$ cat src/rtl/core/bpfq_pkg.sv
package bpfq_pkg;

    localparam int POOL_SIZE_DEF  = 16;
    localparam int DESC_WIDTH_DEF = 32;

    // Fixed field widths of the request and response words.
    localparam int IDX_W     = 4;
    localparam int PAY_W     = 32;
    localparam int QCOUNT_W  = 5;
    localparam int STATUS_W  = 3;

    typedef enum logic [1:0] {
        OP_WRITE   = 2'd0,
        OP_READ    = 2'd1,
        OP_ALLOC   = 2'd2,
        OP_RECYCLE = 2'd3
    } op_t;

    typedef enum logic [STATUS_W-1:0] {
        ST_OK     = 3'd0,
        ST_RETRY  = 3'd1,
        ST_FAIL   = 3'd2,
        ST_QEMPTY = 3'd3,
        ST_REJECT = 3'd4
    } status_t;

    typedef enum logic [1:0] {
        IDX_ZERO = 2'd0,
        IDX_POP  = 2'd1,
        IDX_HELD = 2'd2
    } idx_sel_t;

    typedef struct packed {
        logic [1:0]       opcode;
        logic [PAY_W-1:0] payload;
        logic             wait_flag;
        logic [IDX_W-1:0] buffer_index;
    } req_t;

    typedef struct packed {
        logic [STATUS_W-1:0] status;
        logic [IDX_W-1:0]    result_index;
        logic [PAY_W-1:0]    result_payload;
        logic                queue_empty;
        logic [QCOUNT_W-1:0] queue_count;
    } rsp_t;

    // Commands from the controller to the datapath.
    typedef struct packed {
        logic     take;
        logic     pop;
        logic     enq;
        logic     push;
        logic     deq;
        logic     fl_push;
        logic     load;
        status_t  code;
        idx_sel_t idx_sel;
        logic     pay_desc;
    } dp_cmd_t;

    // Status from the datapath to the controller.
    typedef struct packed {
        op_t  op;
        logic wait_flag;
        logic clear_on_full;
        logic free_empty;
        logic free_full;
        logic q_empty;
        logic q_full;
        logic bidx_bad;
        logic out_free;
    } dp_stat_t;

endpackage

$ cat src/rtl/core/bpfq_ctrl.sv
module bpfq_ctrl (
    input  logic                clk,
    input  logic                rst_n,
    input  logic                req_valid,
    output logic                req_ready,
    input  bpfq_pkg::dp_stat_t  stat,
    output bpfq_pkg::dp_cmd_t   cmd
);

    typedef enum logic [5:0] {
        S_IDLE   = 6'b000001,
        S_EXEC   = 6'b000010,
        S_FLWAIT = 6'b000100,
        S_FLPUSH = 6'b001000,
        S_RESP   = 6'b010000,
        S_SPARE  = 6'b100000
    } state_t;

    state_t state_reg;
    state_t state_next;

    always_ff @(posedge clk or negedge rst_n)
    begin
        if (!rst_n)
        begin
            state_reg <= S_IDLE;
        end
        else
        begin
            state_reg <= state_next;
        end
    end

    always_comb
    begin
        cmd        = '0;
        state_next = state_reg;
        req_ready  = 1'b0;
        unique case (state_reg)
            S_IDLE:
            begin
                req_ready = 1'b1;
                if (req_valid)
                begin
                    cmd.take   = 1'b1;
                    state_next = S_EXEC;
                end
            end
            S_EXEC:
            begin
                unique case (stat.op)
                    bpfq_pkg::OP_WRITE:
                    begin
                        // A failed write with clear-on-full drains the queue first.
                        if (stat.free_empty && !stat.wait_flag && stat.clear_on_full &&
                            !stat.q_empty)
                        begin
                            state_next = S_FLWAIT;
                        end
                        else if (stat.out_free)
                        begin
                            cmd.load   = 1'b1;
                            state_next = S_IDLE;
                            if (stat.free_empty)
                            begin
                                if (stat.wait_flag)
                                begin
                                    cmd.code = bpfq_pkg::ST_RETRY;
                                end
                                else
                                begin
                                    cmd.code = bpfq_pkg::ST_FAIL;
                                end
                            end
                            else if (stat.q_full)
                            begin
                                cmd.code = bpfq_pkg::ST_FAIL;
                            end
                            else
                            begin
                                cmd.pop     = 1'b1;
                                cmd.enq     = 1'b1;
                                cmd.idx_sel = bpfq_pkg::IDX_POP;
                            end
                        end
                    end
                    bpfq_pkg::OP_READ:
                    begin
                        if (!stat.q_empty)
                        begin
                            cmd.deq    = 1'b1;
                            state_next = S_RESP;
                        end
                        else if (stat.out_free)
                        begin
                            cmd.load   = 1'b1;
                            cmd.code   = bpfq_pkg::ST_QEMPTY;
                            state_next = S_IDLE;
                        end
                    end
                    bpfq_pkg::OP_ALLOC:
                    begin
                        if (stat.out_free)
                        begin
                            cmd.load   = 1'b1;
                            state_next = S_IDLE;
                            if (stat.free_empty)
                            begin
                                cmd.code = bpfq_pkg::ST_FAIL;
                            end
                            else
                            begin
                                cmd.pop     = 1'b1;
                                cmd.idx_sel = bpfq_pkg::IDX_POP;
                            end
                        end
                    end
                    bpfq_pkg::OP_RECYCLE:
                    begin
                        if (stat.out_free)
                        begin
                            cmd.load   = 1'b1;
                            state_next = S_IDLE;
                            if (stat.bidx_bad || stat.free_full)
                            begin
                                cmd.code = bpfq_pkg::ST_REJECT;
                            end
                            else
                            begin
                                cmd.push = 1'b1;
                            end
                        end
                    end
                    default:
                    begin
                        state_next = S_IDLE;
                    end
                endcase
            end
            S_FLWAIT:
            begin
                // The ring read at the current head settles during this cycle.
                if (stat.q_empty || stat.free_full)
                begin
                    state_next = S_RESP;
                end
                else
                begin
                    state_next = S_FLPUSH;
                end
            end
            S_FLPUSH:
            begin
                cmd.fl_push = 1'b1;
                state_next  = S_FLWAIT;
            end
            S_RESP:
            begin
                if (stat.out_free)
                begin
                    cmd.load   = 1'b1;
                    state_next = S_IDLE;
                    if (stat.op == bpfq_pkg::OP_READ)
                    begin
                        cmd.idx_sel  = bpfq_pkg::IDX_HELD;
                        cmd.pay_desc = 1'b1;
                    end
                    else
                    begin
                        cmd.code = bpfq_pkg::ST_FAIL;
                    end
                end
            end
            default:
            begin
                state_next = S_IDLE;
            end
        endcase
    end

endmodule

$ cat src/rtl/core/bpfq_datapath.sv
module bpfq_datapath #(
    parameter int POOL_SIZE  = bpfq_pkg::POOL_SIZE_DEF,
    parameter int DESC_WIDTH = bpfq_pkg::DESC_WIDTH_DEF
) (
    input  logic                clk,
    input  logic                rst_n,
    input  bpfq_pkg::req_t      req,
    output bpfq_pkg::rsp_t      rsp,
    output logic                rsp_valid,
    input  logic                rsp_ready,
    input  logic                cfg_valid,
    input  logic                cfg_data,
    input  bpfq_pkg::dp_cmd_t   cmd,
    output bpfq_pkg::dp_stat_t  stat
);

    localparam int PTR_W  = (POOL_SIZE > 1) ? $clog2(POOL_SIZE) : 1;
    localparam int CNT_W  = $clog2(POOL_SIZE + 1);
    localparam int RIDX_W = bpfq_pkg::IDX_W;
    localparam int RPAY_W = bpfq_pkg::PAY_W;
    localparam int RCNT_W = bpfq_pkg::QCOUNT_W;
    localparam logic [CNT_W-1:0] FULL_CNT = CNT_W'(POOL_SIZE);
    localparam logic [PTR_W-1:0] LAST_PTR = PTR_W'(POOL_SIZE - 1);

    logic [PTR_W-1:0]      stack_mem [POOL_SIZE];
    logic [PTR_W-1:0]      ring_mem  [POOL_SIZE];
    logic [DESC_WIDTH-1:0] desc_mem  [POOL_SIZE];

    bpfq_pkg::req_t        req_reg;
    logic                  cof_reg;
    logic [CNT_W-1:0]      free_count_reg;
    logic [CNT_W-1:0]      free_count_next;
    logic [CNT_W-1:0]      mark_reg;
    logic [CNT_W-1:0]      mark_next;
    logic [PTR_W-1:0]      head_reg;
    logic [PTR_W-1:0]      head_next;
    logic [PTR_W-1:0]      tail_reg;
    logic [PTR_W-1:0]      tail_next;
    logic [CNT_W-1:0]      queued_reg;
    logic [CNT_W-1:0]      queued_next;
    logic [PTR_W-1:0]      stack_q_reg;
    logic [PTR_W-1:0]      stack_addr_reg;
    logic                  stack_virgin_reg;
    logic [PTR_W-1:0]      ring_q_reg;
    logic [DESC_WIDTH-1:0] desc_q_reg;
    logic [PTR_W-1:0]      held_idx_reg;
    bpfq_pkg::rsp_t        rsp_reg;
    bpfq_pkg::rsp_t        rsp_next;
    logic                  rsp_valid_reg;

    logic [CNT_W-1:0]      top_cnt;
    logic [PTR_W-1:0]      top_ptr;
    logic [PTR_W-1:0]      push_ptr;
    logic [PTR_W-1:0]      pop_val;
    logic                  stack_we;
    logic [PTR_W-1:0]      stack_wd;
    logic [PTR_W-1:0]      res_idx;

    assign top_cnt  = free_count_reg - CNT_W'(1);
    assign top_ptr  = top_cnt[PTR_W-1:0];
    assign push_ptr = free_count_reg[PTR_W-1:0];

    // Stack slots below the lowest fill level ever reached were never written;
    // for them the slot's own index is used as the value, as after reset.
    assign pop_val  = stack_virgin_reg ? stack_addr_reg : stack_q_reg;

    assign stack_we = cmd.push || cmd.fl_push;
    assign stack_wd = cmd.fl_push ? ring_q_reg : PTR_W'(req_reg.buffer_index);

    always_ff @(posedge clk)
    begin
        if (stack_we)
        begin
            stack_mem[push_ptr] <= stack_wd;
        end
        stack_q_reg      <= stack_mem[top_ptr];
        stack_addr_reg   <= top_ptr;
        stack_virgin_reg <= (top_cnt < mark_reg);
    end

    always_ff @(posedge clk)
    begin
        if (cmd.enq)
        begin
            ring_mem[tail_reg] <= pop_val;
        end
        ring_q_reg <= ring_mem[head_reg];
    end

    always_ff @(posedge clk)
    begin
        if (cmd.enq)
        begin
            desc_mem[pop_val] <= DESC_WIDTH'(req_reg.payload);
        end
        if (cmd.deq)
        begin
            desc_q_reg   <= desc_mem[ring_q_reg];
            held_idx_reg <= ring_q_reg;
        end
    end

    always_ff @(posedge clk)
    begin
        if (cmd.take)
        begin
            req_reg <= req;
        end
        if (cmd.load)
        begin
            rsp_reg <= rsp_next;
        end
    end

    always_comb
    begin
        free_count_next = free_count_reg;
        if (cmd.pop)
        begin
            free_count_next = top_cnt;
        end
        else if (stack_we)
        begin
            free_count_next = free_count_reg + CNT_W'(1);
        end

        mark_next = mark_reg;
        if (cmd.pop && (top_cnt < mark_reg))
        begin
            mark_next = top_cnt;
        end

        head_next   = head_reg;
        queued_next = queued_reg;
        if (cmd.deq || cmd.fl_push)
        begin
            head_next   = (head_reg == LAST_PTR) ? '0 : head_reg + PTR_W'(1);
            queued_next = queued_reg - CNT_W'(1);
        end
        else if (cmd.enq)
        begin
            queued_next = queued_reg + CNT_W'(1);
        end

        tail_next = tail_reg;
        if (cmd.enq)
        begin
            tail_next = (tail_reg == LAST_PTR) ? '0 : tail_reg + PTR_W'(1);
        end
    end

    always_comb
    begin
        case (cmd.idx_sel)
            bpfq_pkg::IDX_POP:  res_idx = pop_val;
            bpfq_pkg::IDX_HELD: res_idx = held_idx_reg;
            default:            res_idx = '0;
        endcase
        rsp_next.status         = cmd.code;
        rsp_next.result_index   = RIDX_W'(res_idx);
        rsp_next.result_payload = cmd.pay_desc ? RPAY_W'(desc_q_reg) : '0;
        rsp_next.queue_empty    = (queued_next == '0);
        rsp_next.queue_count    = RCNT_W'(queued_next);
    end

    always_ff @(posedge clk or negedge rst_n)
    begin
        if (!rst_n)
        begin
            cof_reg        <= 1'b0;
            free_count_reg <= FULL_CNT;
            mark_reg       <= FULL_CNT;
            head_reg       <= '0;
            tail_reg       <= '0;
            queued_reg     <= '0;
            rsp_valid_reg  <= 1'b0;
        end
        else
        begin
            if (cfg_valid)
            begin
                cof_reg <= cfg_data;
            end
            free_count_reg <= free_count_next;
            mark_reg       <= mark_next;
            head_reg       <= head_next;
            tail_reg       <= tail_next;
            queued_reg     <= queued_next;
            if (cmd.load)
            begin
                rsp_valid_reg <= 1'b1;
            end
            else if (rsp_ready)
            begin
                rsp_valid_reg <= 1'b0;
            end
        end
    end

    assign rsp       = rsp_reg;
    assign rsp_valid = rsp_valid_reg;

    always_comb
    begin
        stat.op            = bpfq_pkg::op_t'(req_reg.opcode);
        stat.wait_flag     = req_reg.wait_flag;
        stat.clear_on_full = cof_reg;
        stat.free_empty    = (free_count_reg == '0);
        stat.free_full     = (free_count_reg == FULL_CNT);
        stat.q_empty       = (queued_reg == '0);
        stat.q_full        = (queued_reg == FULL_CNT);
        stat.bidx_bad      = (32'(req_reg.buffer_index) >= 32'(POOL_SIZE));
        stat.out_free      = !rsp_valid_reg || rsp_ready;
    end

endmodule

$ cat src/rtl/core/buffer_pool_frame_queue_core.sv
// Buffer pool with a free stack and a frame queue.
// Requests arrive on req (req_valid/req_ready); each word carries an opcode
// (write, read oldest, allocate, recycle), a descriptor, a wait flag and a
// buffer index. Every request produces exactly one response word on rsp
// (rsp_valid/rsp_ready) with a status, the buffer index, the descriptor for
// reads, and the queue fill after the operation.
// The clear-on-full register is written through cfg_valid/cfg_data; the port
// is always ready and should only be written while the block is idle.
// Write, allocate, recycle and most failed operations load the response in
// the execute state; a successful read and a flush load it from the response
// state (the descriptor memory is read after the ring lookup). A flush after
// a failed write with clear-on-full set moves each buffer through a wait and
// a push state. One request is processed at a time; a new request is taken
// in idle, once the previous one has finished. The finished response
// sits in an output register, so the next request is accepted while it waits.
// When the receiver stalls, the next request completes its lookup and then
// holds until the output register is free.
// Reset leaves all buffers on the free stack, highest index on top, with an
// empty queue and clear-on-full off; no clearing pass is needed.
module buffer_pool_frame_queue_core #(
    parameter int POOL_SIZE  = bpfq_pkg::POOL_SIZE_DEF,
    parameter int DESC_WIDTH = bpfq_pkg::DESC_WIDTH_DEF
) (
    input  logic           clk,
    input  logic           rst_n,
    input  logic           req_valid,
    output logic           req_ready,
    input  bpfq_pkg::req_t req,
    output logic           rsp_valid,
    input  logic           rsp_ready,
    output bpfq_pkg::rsp_t rsp,
    input  logic           cfg_valid,
    output logic           cfg_ready,
    input  logic           cfg_data
);

    bpfq_pkg::dp_cmd_t  cmd;
    bpfq_pkg::dp_stat_t stat;

    assign cfg_ready = 1'b1;

    bpfq_ctrl u_ctrl (
        .clk       (clk),
        .rst_n     (rst_n),
        .req_valid (req_valid),
        .req_ready (req_ready),
        .stat      (stat),
        .cmd       (cmd)
    );

    bpfq_datapath #(
        .POOL_SIZE  (POOL_SIZE),
        .DESC_WIDTH (DESC_WIDTH)
    ) u_datapath (
        .clk       (clk),
        .rst_n     (rst_n),
        .req       (req),
        .rsp       (rsp),
        .rsp_valid (rsp_valid),
        .rsp_ready (rsp_ready),
        .cfg_valid (cfg_valid),
        .cfg_data  (cfg_data),
        .cmd       (cmd),
        .stat      (stat)
    );

endmodule

$ cat config.mk
export PLATFORM = sky130hd
export DESIGN_NAME = buffer_pool_frame_queue_core
export DESIGN_NICKNAME = d
export VERILOG_FILES = /design/src/rtl/core/bpfq_pkg.sv /design/src/rtl/core/bpfq_ctrl.sv /design/src/rtl/core/bpfq_datapath.sv /design/src/rtl/core/buffer_pool_frame_queue_core.sv
export SDC_FILE = /design/constraint.sdc
export NUM_CORES = 1
export LEC_CHECK = 0
export BUFFER_PORTS_ARGS = -buffer_cell sky130_fd_sc_hd__buf_4
export CORE_ASPECT_RATIO = 1.75
export CORE_MARGIN = 2
export CORE_UTILIZATION = 62
export DETAILED_ROUTE_END_ITERATION = 8
export HOLD_SLACK_MARGIN = 0.02
export PLACE_DENSITY = 0.84
export REMOVE_ABC_BUFFERS = 1
export SETUP_SLACK_MARGIN = 0.3
export SLEW_MARGIN = 20
export SYNTH_ARGS = -nofsm -noshare
export SYNTH_HDL_FRONTEND = slang
export SYNTH_HIERARCHICAL = 1
export SYNTH_SLANG_ARGS = --single-unit
$ cat constraint.sdc
create_clock -name clk -period 5 [get_ports clk]
set_clock_uncertainty 0.05 [all_clocks]
set_input_delay 0.5 -clock clk [delete_from_list [all_inputs] [get_ports clk]]
set_output_delay 0.5 -clock clk [all_outputs]
set_load 0.05 [all_outputs]
==> results.sh, run 1 <==
export IMPL_post_drt_wl_per_cell_microns=31.0
export IMPL_max_clock_freq_ghz=0.264
export IMPL_min_period_ns=3.79
export IMPL_outcome="complete, no violations"
export IMPL_postCtsSetupBuffers=0
export IMPL_yosys_area_top_type="edfxtp_1"
export IMPL_post_route_period_util_pct=75.9
export IMPL_power_mw=14.8
export IMPL_p_int_mw=11.3
export IMPL_startpoint_type="register"
export IMPL_cap_violations=0
export IMPL_first_global_vias=15700
export IMPL_drtIter0Drc=1899
export IMPL_core_area_sq_um=48700
export IMPL_port_buffers=91
export IMPL_io_pins=93
export IMPL_power_density_nw_per_um2=424
export IMPL_synth_edf_count=760
export IMPL_setup_slack_ns=1.21
export IMPL_slew_headroom_pct=25.7
export IMPL_cts_made_buffers=69
export IMPL_synth_top_area_share_pct=74.6
export IMPL_yosysWarnings=6
export IMPL_reg_largest_list="u_datapath/desc_mem: 512 flops, u_datapath/ring_mem: 64 flops, u_datapath/stack_mem: 64 flops"
export IMPL_clk_latency_ns=0.62
export IMPL_reg2reg_depth=11
export IMPL_synth_cells=1382
export IMPL_syn_area_sq_um=30600
export IMPL_ant_nets=0
export IMPL_avgSynthCellArea_sq_um=22.1
export IMPL_p_leak_nw=11.2
export IMPL_initial_utilization_pct=62.8
export IMPL_cts_root_buf="clkbuf_16"
export IMPL_n_antenna_cell=0
export IMPL_grt_total_usage_pct=28.7
export IMPL_fp_dieH_microns=298
export IMPL_gp_congestion=0.855
export IMPL_synthToLayoutAreaGrowth_pct=14.3
export IMPL_hold_viol_final=0
export IMPL_synthTopCellsByArea="edfxtp_1 75%, mux4_2 14%, dfrtp_1 2.3%"
export IMPL_synthDistinctLibCells=63
export IMPL_die_w_microns=172
export IMPL_dp_cells=2100
export IMPL_grt_pass1_wl_microns=104000
export IMPL_antenna_found_initial=0
export IMPL_largest_reg_flops=512
export IMPL_drive_above_1_share_pct=29.5
export IMPL_finalSetupTns_ns=0
export IMPL_final_max_slew_viol_count=0
export IMPL_pre_cts_ws_ns=1.32
export IMPL_clk_pin_slew_ns=0.06
export IMPL_wl_microns=70300
export IMPL_rsz0062_at_grt="no"
export IMPL_p_comb_share_pct=10.4
export IMPL_cpMaxStageDelayCell="and3_2"
export IMPL_dr_pass1_iters=7
export IMPL_worstPathCellList="inv_1, ha_1, nor3b_1, nor2b_1, nor2_1, and3_2, buf_4, nor2_1, o22ai_1, xor2_1, nor4_1"
export IMPL_critPathKind="reg2reg"
export IMPL_die_area_sq_um=51200
export IMPL_ir_drop_v=0.000318
export IMPL_overflow=0
export IMPL_fin_nets=1619
export IMPL_drcViolationCount=0
export IMPL_power_switching_mw=3.50
export IMPL_regMostFlops="u_datapath/desc_mem"
export IMPL_fin_util_pct=71.8
export IMPL_rows=107
export IMPL_ys_ff_latch=804
export IMPL_seq_area_frac_synth_pct=78.0
export IMPL_timing_critical_path_mode_cell="nor2_1"
export IMPL_whs_path_depth=2
export IMPL_max_stage_delay_ns=0.51
export IMPL_final_cells=2265
export IMPL_end_kind="register"
export IMPL_finalSetupViolCount=0
export IMPL_cts_tree="yes"
export IMPL_p_sw_share_pct=23.6
export IMPL_post_dp_hpwl_microns=38200
export IMPL_worstPathArrival_ns=4.16
export IMPL_hold_class="in2reg"
export IMPL_clockBufferDepth=3
export IMPL_worstPathMaxFanout=22
export IMPL_power_frac_seq_pct=52.3
export IMPL_ys_flop_type="edfxtp_1"
export IMPL_clock_sinks=804
export IMPL_h_tree_depth=3
export IMPL_vias_per_cell=6.60
export IMPL_n_fill_cell=2682
export IMPL_required_ns=5.36
export IMPL_tightest_slew_ns=1.11
export IMPL_ctsResizeCount=0
export IMPL_async_reset_ff_share_pct=3.86
export IMPL_vias=15000
export IMPL_pwr_share_clk_pct=37.3
export IMPL_grt_max_degree=67
## per-stage QoR
step / hold WS [ns] / area, sq um
detailed placement: 0.414 / 32200
global route: 0.0843 / 35000
CTS: 0.0635 / 35000
floorplan: 0.154 / 30200
global placement: 0.414 / 32200
finish: 0.0878 / 35000
## timing repair
item / CTS / global route
endpoints found under the hold margin: 67 / 0
setup endpoints to repair: 0 / 0
hold buffers: 40 / 0
## cell usage after synthesis, types with 4 or more instances
library cell / n
edfxtp_1: 760
mux2_2: 11
mux2i_1: 4
buf_4: 22
nand3_1: 5
nor3b_1: 4
mux4_2: 196
nor2b_1: 5
dfrtp_1: 28
a31oi_1: 7
o21ai_0: 16
nor4_1: 7
buf_1: 7
ha_1: 17
and2_1: 34
nand2_1: 27
nor2_1: 54
nand2b_1: 9
xnor2_1: 10
xor2_1: 5
dfxtp_1: 13
a22oi_1: 5
buf_2: 6
clkbuf_1: 30
nor3_1: 16
inv_1: 21
a21oi_1: 9
## power groups by stage
stage	Sequential (mW)	Combinational [mW]	Clock [mW]
after floorplan	7.91	0.967	0
after global placement	7.87	1.43	0
after detailed placement	7.89	1.48	0
after CTS	7.74	1.54	5.57
after global routing	7.76	1.63	5.80
final	7.74	1.54	5.53
## worst max-delay path, delay by kind of cell (launching register included)
family	cells	cell delay, ns
flip-flops	1	0.45
buffers and inverters	2	0.48
adder cells (fa/ha/maj)	1	0.17
XOR/XNOR	1	0.18
AND/OR/NAND/NOR	6	2.11
AO/OA/AOI/OAI	1	0.14
## per-layer routing
layer / vias up / GRT usage, % / share of wire [%] / wire, microns
met5: - / 0 / 0 / 0
met4: 0 / 13.6 / 4.8 / 3380
met1: 7746 / 35.4 / 33 / 23400
li1: 6042 / - / - / -
met3: 208 / 3.79 / 7.5 / 5270
met2: 957 / 50.1 / 54 / 38300
## path summary, 6_finish.rpt
path / start / to / slack [ns]
setup / recovery: u_datapath/queued_reg[0] / u_datapath/rsp[5] / 1.21
hold / removal: cfg_data / u_datapath/cof_reg / 0.09
setup reg to reg: u_datapath/queued_reg[0] / u_datapath/rsp[5] / 1.21
hold reg to reg: u_datapath/mark_reg[3] / u_datapath/mark_reg[3] / 0.46
max in group asynchronous: rst_n / u_datapath/head_reg[0] / 4.22
min in group asynchronous: rst_n / u_datapath/mark_reg[2] / 0.34
## cells by family (layout without fill, tap and decap cells)
| group | count (synthesis) | count (layout) | share of synthesized area (%) |
|---|---|---|---|
| other | 3 | 3 | 0.0368 |
| DFF | 804 | 804 | 78.0 |
| xor gates and xnor gates | 15 | 15 | 0.430 |
| buffers and inverters | 88 | 317 | 1.40 |
| AOI/OAI and AO/OA | 63 | 63 | 1.37 |
| adders and majority gates | 17 | 17 | 0.695 |
| and+or+nand+nor | 181 | 181 | 3.08 |
| muxes | 211 | 211 | 15.0 |
## area by class of cell
cell class / instances / area (sq um) / share of cell area (%)
Clock buffer: 80 / 1800 / 5.14
Clock inverter: 45 / 531 / 1.52
Sequential cell: 804 / 23900 / 68.3
Multi-Input combinational cell: 490 / 6430 / 18.4
Timing Repair Buffer: 170 / 1440 / 4.11
Inverter: 22 / 82.6 / 0.236
Tap cell: 654 / 818 / 2.34
## layout by cell type (no fill, tap or decap), drive strengths merged, types with 10 or more instances in the layout
master	Yosys	routed
and2	34	34
clkinv	0	28
buf	36	130
nor2	54	54
ha	17	17
mux4	196	196
edfxtp	760	760
nand2	27	27
o21ai	17	17
dfxtp	13	13
clkbuf	30	80
xnor2	10	10
dfrtp	28	28
dlygate4sd3	0	40
mux2	11	11
inv	22	26
nor3	16	16
No activity file was read; power rests on OpenSTA's default activity.
==> inputs of run 2 (changes only) <==
--- a/config.mk
+++ b/config.mk
@@ -5,6 +5,7 @@
 export SDC_FILE = /design/constraint.sdc
 export NUM_CORES = 1
 export LEC_CHECK = 0
+export ABC_AREA = 1
 export BUFFER_PORTS_ARGS = -buffer_cell sky130_fd_sc_hd__buf_4
 export CORE_ASPECT_RATIO = 1.75
 export CORE_MARGIN = 2
==> constraint.sdc (replaced) <==
create_clock -name clk -period 3.65 [get_ports clk]
set_clock_uncertainty 0.05 [all_clocks]
set_input_delay 0.365 -clock clk [delete_from_list [all_inputs] [get_ports clk]]
set_output_delay 0.365 -clock clk [all_outputs]
set_load 0.05 [all_outputs]
==> results.sh, run 2 <==
export IMPL_outcome="complete, no violations"
export IMPL_syn_area_sq_um=33000
export IMPL_clockBufferDepth=3
export IMPL_power_density_nw_per_um2=692
export IMPL_p_sw_share_pct=35.2
export IMPL_dr_pass1_iters=6
export IMPL_n_antenna_cell=0
export IMPL_slew_headroom_pct=25.2
export IMPL_wl_met2_microns=43400
export IMPL_clk_pin_slew_ns=0.07
export IMPL_yosysWarnings=6
export IMPL_setup_slack_ns=0.425
export IMPL_drtIter0Drc=2748
export IMPL_h_tree_depth=3
export IMPL_reg2reg_depth=13
export IMPL_vias=21300
export IMPL_cts_made_buffers=68
export IMPL_avgSynthCellArea_sq_um=12.6
export IMPL_seq_area_frac_synth_pct=72.4
export IMPL_worstPathCellList="inv_1, ha_1, nand2_1, nor2_1, nand2_1, inv_1, nand2_1, nand2_1, nor2_4, buf_4, nand3_1, nor2_4, buf_4"
export IMPL_tightest_slew_ns=1.11
export IMPL_die_w_microns=178
export IMPL_post_drt_wl_per_cell_microns=23.9
export IMPL_final_max_slew_viol_count=0
export IMPL_multi_input_area_sq_um=7060
export IMPL_ir_drop_v=0.000476
export IMPL_p_int_mw=16.7
export IMPL_critPathKind="reg2reg"
export IMPL_cts_tree="yes"
export IMPL_ys_flop_type="edfxtp_1"
export IMPL_antenna_found_initial=0
export IMPL_ant_nets=0
export IMPL_reg_largest_list="u_datapath/desc_mem: 512 flops, u_datapath/ring_mem: 64 flops, u_datapath/stack_mem: 64 flops"
export IMPL_post_dp_hpwl_microns=52100
export IMPL_synth_edf_count=760
export IMPL_met3_wirelength_microns=6120
export IMPL_worst_path_stages=13
export IMPL_synth_common_cells="760 x edfxtp_1, 355 x inv_1, 297 x nand2_1"
export IMPL_synthTopCellsByArea="edfxtp_1 69%, inv_1 4.0%, nand3_1 3.8%"
export IMPL_initial_utilization_pct=62.8
export IMPL_regMostFlops="u_datapath/desc_mem"
export IMPL_cp_top_family="simple AND/OR/NAND/NOR gates"
export IMPL_top_layer="met4"
export IMPL_worstPathMaxFanout=18
export IMPL_pwr_share_clk_pct=27.9
export IMPL_stdcell_area_sq_um=37200
export IMPL_grt_pass1_wl_microns=122000
export IMPL_post_route_period_util_pct=88.4
export IMPL_required_ns=3.90
export IMPL_cts_root_buf="clkbuf_16"
export IMPL_clk_latency_ns=0.63
export IMPL_synth_top_area_share_pct=69.2
export IMPL_power_switching_mw=9.06
export IMPL_grt_max_degree=95
export IMPL_startpoint_type="register"
export IMPL_n_fill_cell=3265
export IMPL_synth_cells=2613
export IMPL_gp_congestion=0.978
export IMPL_cpMaxStageDelayCell="dfrtp_1"
export IMPL_die_area_sq_um=55100
export IMPL_post_dp_cell_area_sq_um=34300
export IMPL_rows=111
export IMPL_layout_common_cells="760 x edfxtp_1, 352 x inv_1, 297 x nand2_1"
export IMPL_wl_microns=83300
export IMPL_cap_violations=0
export IMPL_min_period_ns=3.23
export IMPL_max_stage_delay_ns=0.41
export IMPL_pre_cts_ws_ns=0.147
export IMPL_core_area_sq_um=52500
export IMPL_grt_total_usage_pct=30.2
export IMPL_finalSetupTns_ns=0
export IMPL_port_buffers=91
export IMPL_rsz0062_at_grt="no"
export IMPL_finalSetupViolCount=0
export IMPL_power_frac_seq_pct=43.2
export IMPL_synth_most_common_cell="edfxtp_1"
export IMPL_regArea_sq_um=23900
export IMPL_hold_class="in2async"
export IMPL_max_clock_freq_ghz=0.310
export IMPL_overflow=0
export IMPL_drcViolationCount=0
export IMPL_end_kind="register"
export IMPL_timing_critical_path_mode_cell="nand2_1"
export IMPL_fin_nets=2815
export IMPL_yosys_area_top_type="edfxtp_1"
export IMPL_fp_dieH_microns=309
export IMPL_p_leak_nw=13.7
export IMPL_first_global_vias=21400
export IMPL_io_pins=93
export IMPL_synthDistinctLibCells=45
export IMPL_layout_commonest_cell="edfxtp_1"
export IMPL_worstPathArrival_ns=3.47
export IMPL_clock_sinks=804
export IMPL_drive_above_1_share_pct=14.6
export IMPL_largest_reg_flops=512
export IMPL_fin_util_pct=70.8
export IMPL_worst_path_buf_inv=4
export IMPL_vias_per_cell=6.10
export IMPL_async_reset_ff_share_pct=3.86
export IMPL_hold_viol_final=0
export IMPL_drt_met1_wl_microns=26300
export IMPL_ys_ff_latch=804
export IMPL_synthToLayoutAreaGrowth_pct=12.8
export IMPL_p_comb_share_pct=28.9
## run 2: cell count changes after synthesis, sizes merged, moves of 17 or more
cell	previous run	this run
and2	34	0
a21oi	9	138
nand3	5	254
clkbuf	30	47
buf	36	97
nor2	54	199
mux4	196	0
o211ai	3	147
nand2	27	299
inv	22	360
o21ai	17	217
## run 2: cells by family after synthesis
group,synth area share (%)
AOI/OAI and AO/OA,9.80
xor gates and xnor gates,0.231
adders and majority gates,0.645
buffers and inverters,6.89
DFF,72.4
muxes,0.0341
other,0.0341
and+or+nand+nor,10.0
## run 2: path summary, 6_finish.rpt
kind	start	to	slack, ns
worst max-delay path	u_datapath/free_count_reg[1]	u_datapath/desc_mem[8][19]	0.42
worst min-delay path	rst_n	u_datapath/free_count_reg[3]	0.20
worst max register to register	u_datapath/free_count_reg[1]	u_datapath/desc_mem[8][19]	0.42
worst min register to register	u_datapath/mark_reg[4]	u_datapath/mark_reg[4]	0.43
max in group asynchronous	rst_n	u_ctrl/state_reg[0]	2.99
min in group clk	rsp_ready	u_datapath/rsp_valid	0.25
## run 2: power by group through the flow
| stage | sequential [mW] | combinational, mW | clock, mW |
|---|---|---|---|
| 2_1_floorplan | 11.7 | 3.34 | 0 |
| 3_3_place_gp | 11.3 | 6.79 | 0 |
| 3_5_place_dp | 11.3 | 7.07 | 0 |
| 4_1_cts | 11.1 | 7.21 | 7.21 |
| 5_1_grt | 11.1 | 7.94 | 7.55 |
| 6_report | 11.1 | 7.44 | 7.17 |
## run 2: what timing repair did
action | in CTS | in global routing
pin swaps | 2 | 9
gates resized for setup | 1 | 9
hold endpoints to repair | 73 | 0
endpoints found under the setup margin | 209 | 429
cloned | 1 | 4
buffers inserted | 2 | 14
hold buffers | 43 | 0
## run 2: final cells by class
type                    count  share of cell area [%]
flip-flops and latches    804                    64.2
multi-input cells        1309                    19.0
repair buffers            209                    5.05
clock buffers              74                    4.75
inverters                 361                    3.65
well taps                 678                    2.28
clock inverters            51                    1.10
## run 2: per-layer routing
layer  vias up  GRT usage (%)
li1       9429              -
met1     10200           32.7
met2      1251           52.7
met3       335           4.33
met4         0           23.7
met5         -              0
## run 2: stage by stage
| step | power [mW] | instances | hold slack [ns] |
|---|---|---|---|
| 2_1_floorplan | 15.0 | 2469 | 0.0194 |
| 3_3_place_gp | 18.1 | 3297 | 0.296 |
| 6_report | 25.7 | 3486 | 0.195 |
| 3_5_place_dp | 18.4 | 3297 | 0.301 |
| 5_1_grt | 26.6 | 3486 | 0.208 |
| 4_1_cts | 25.5 | 3468 | 0.196 |
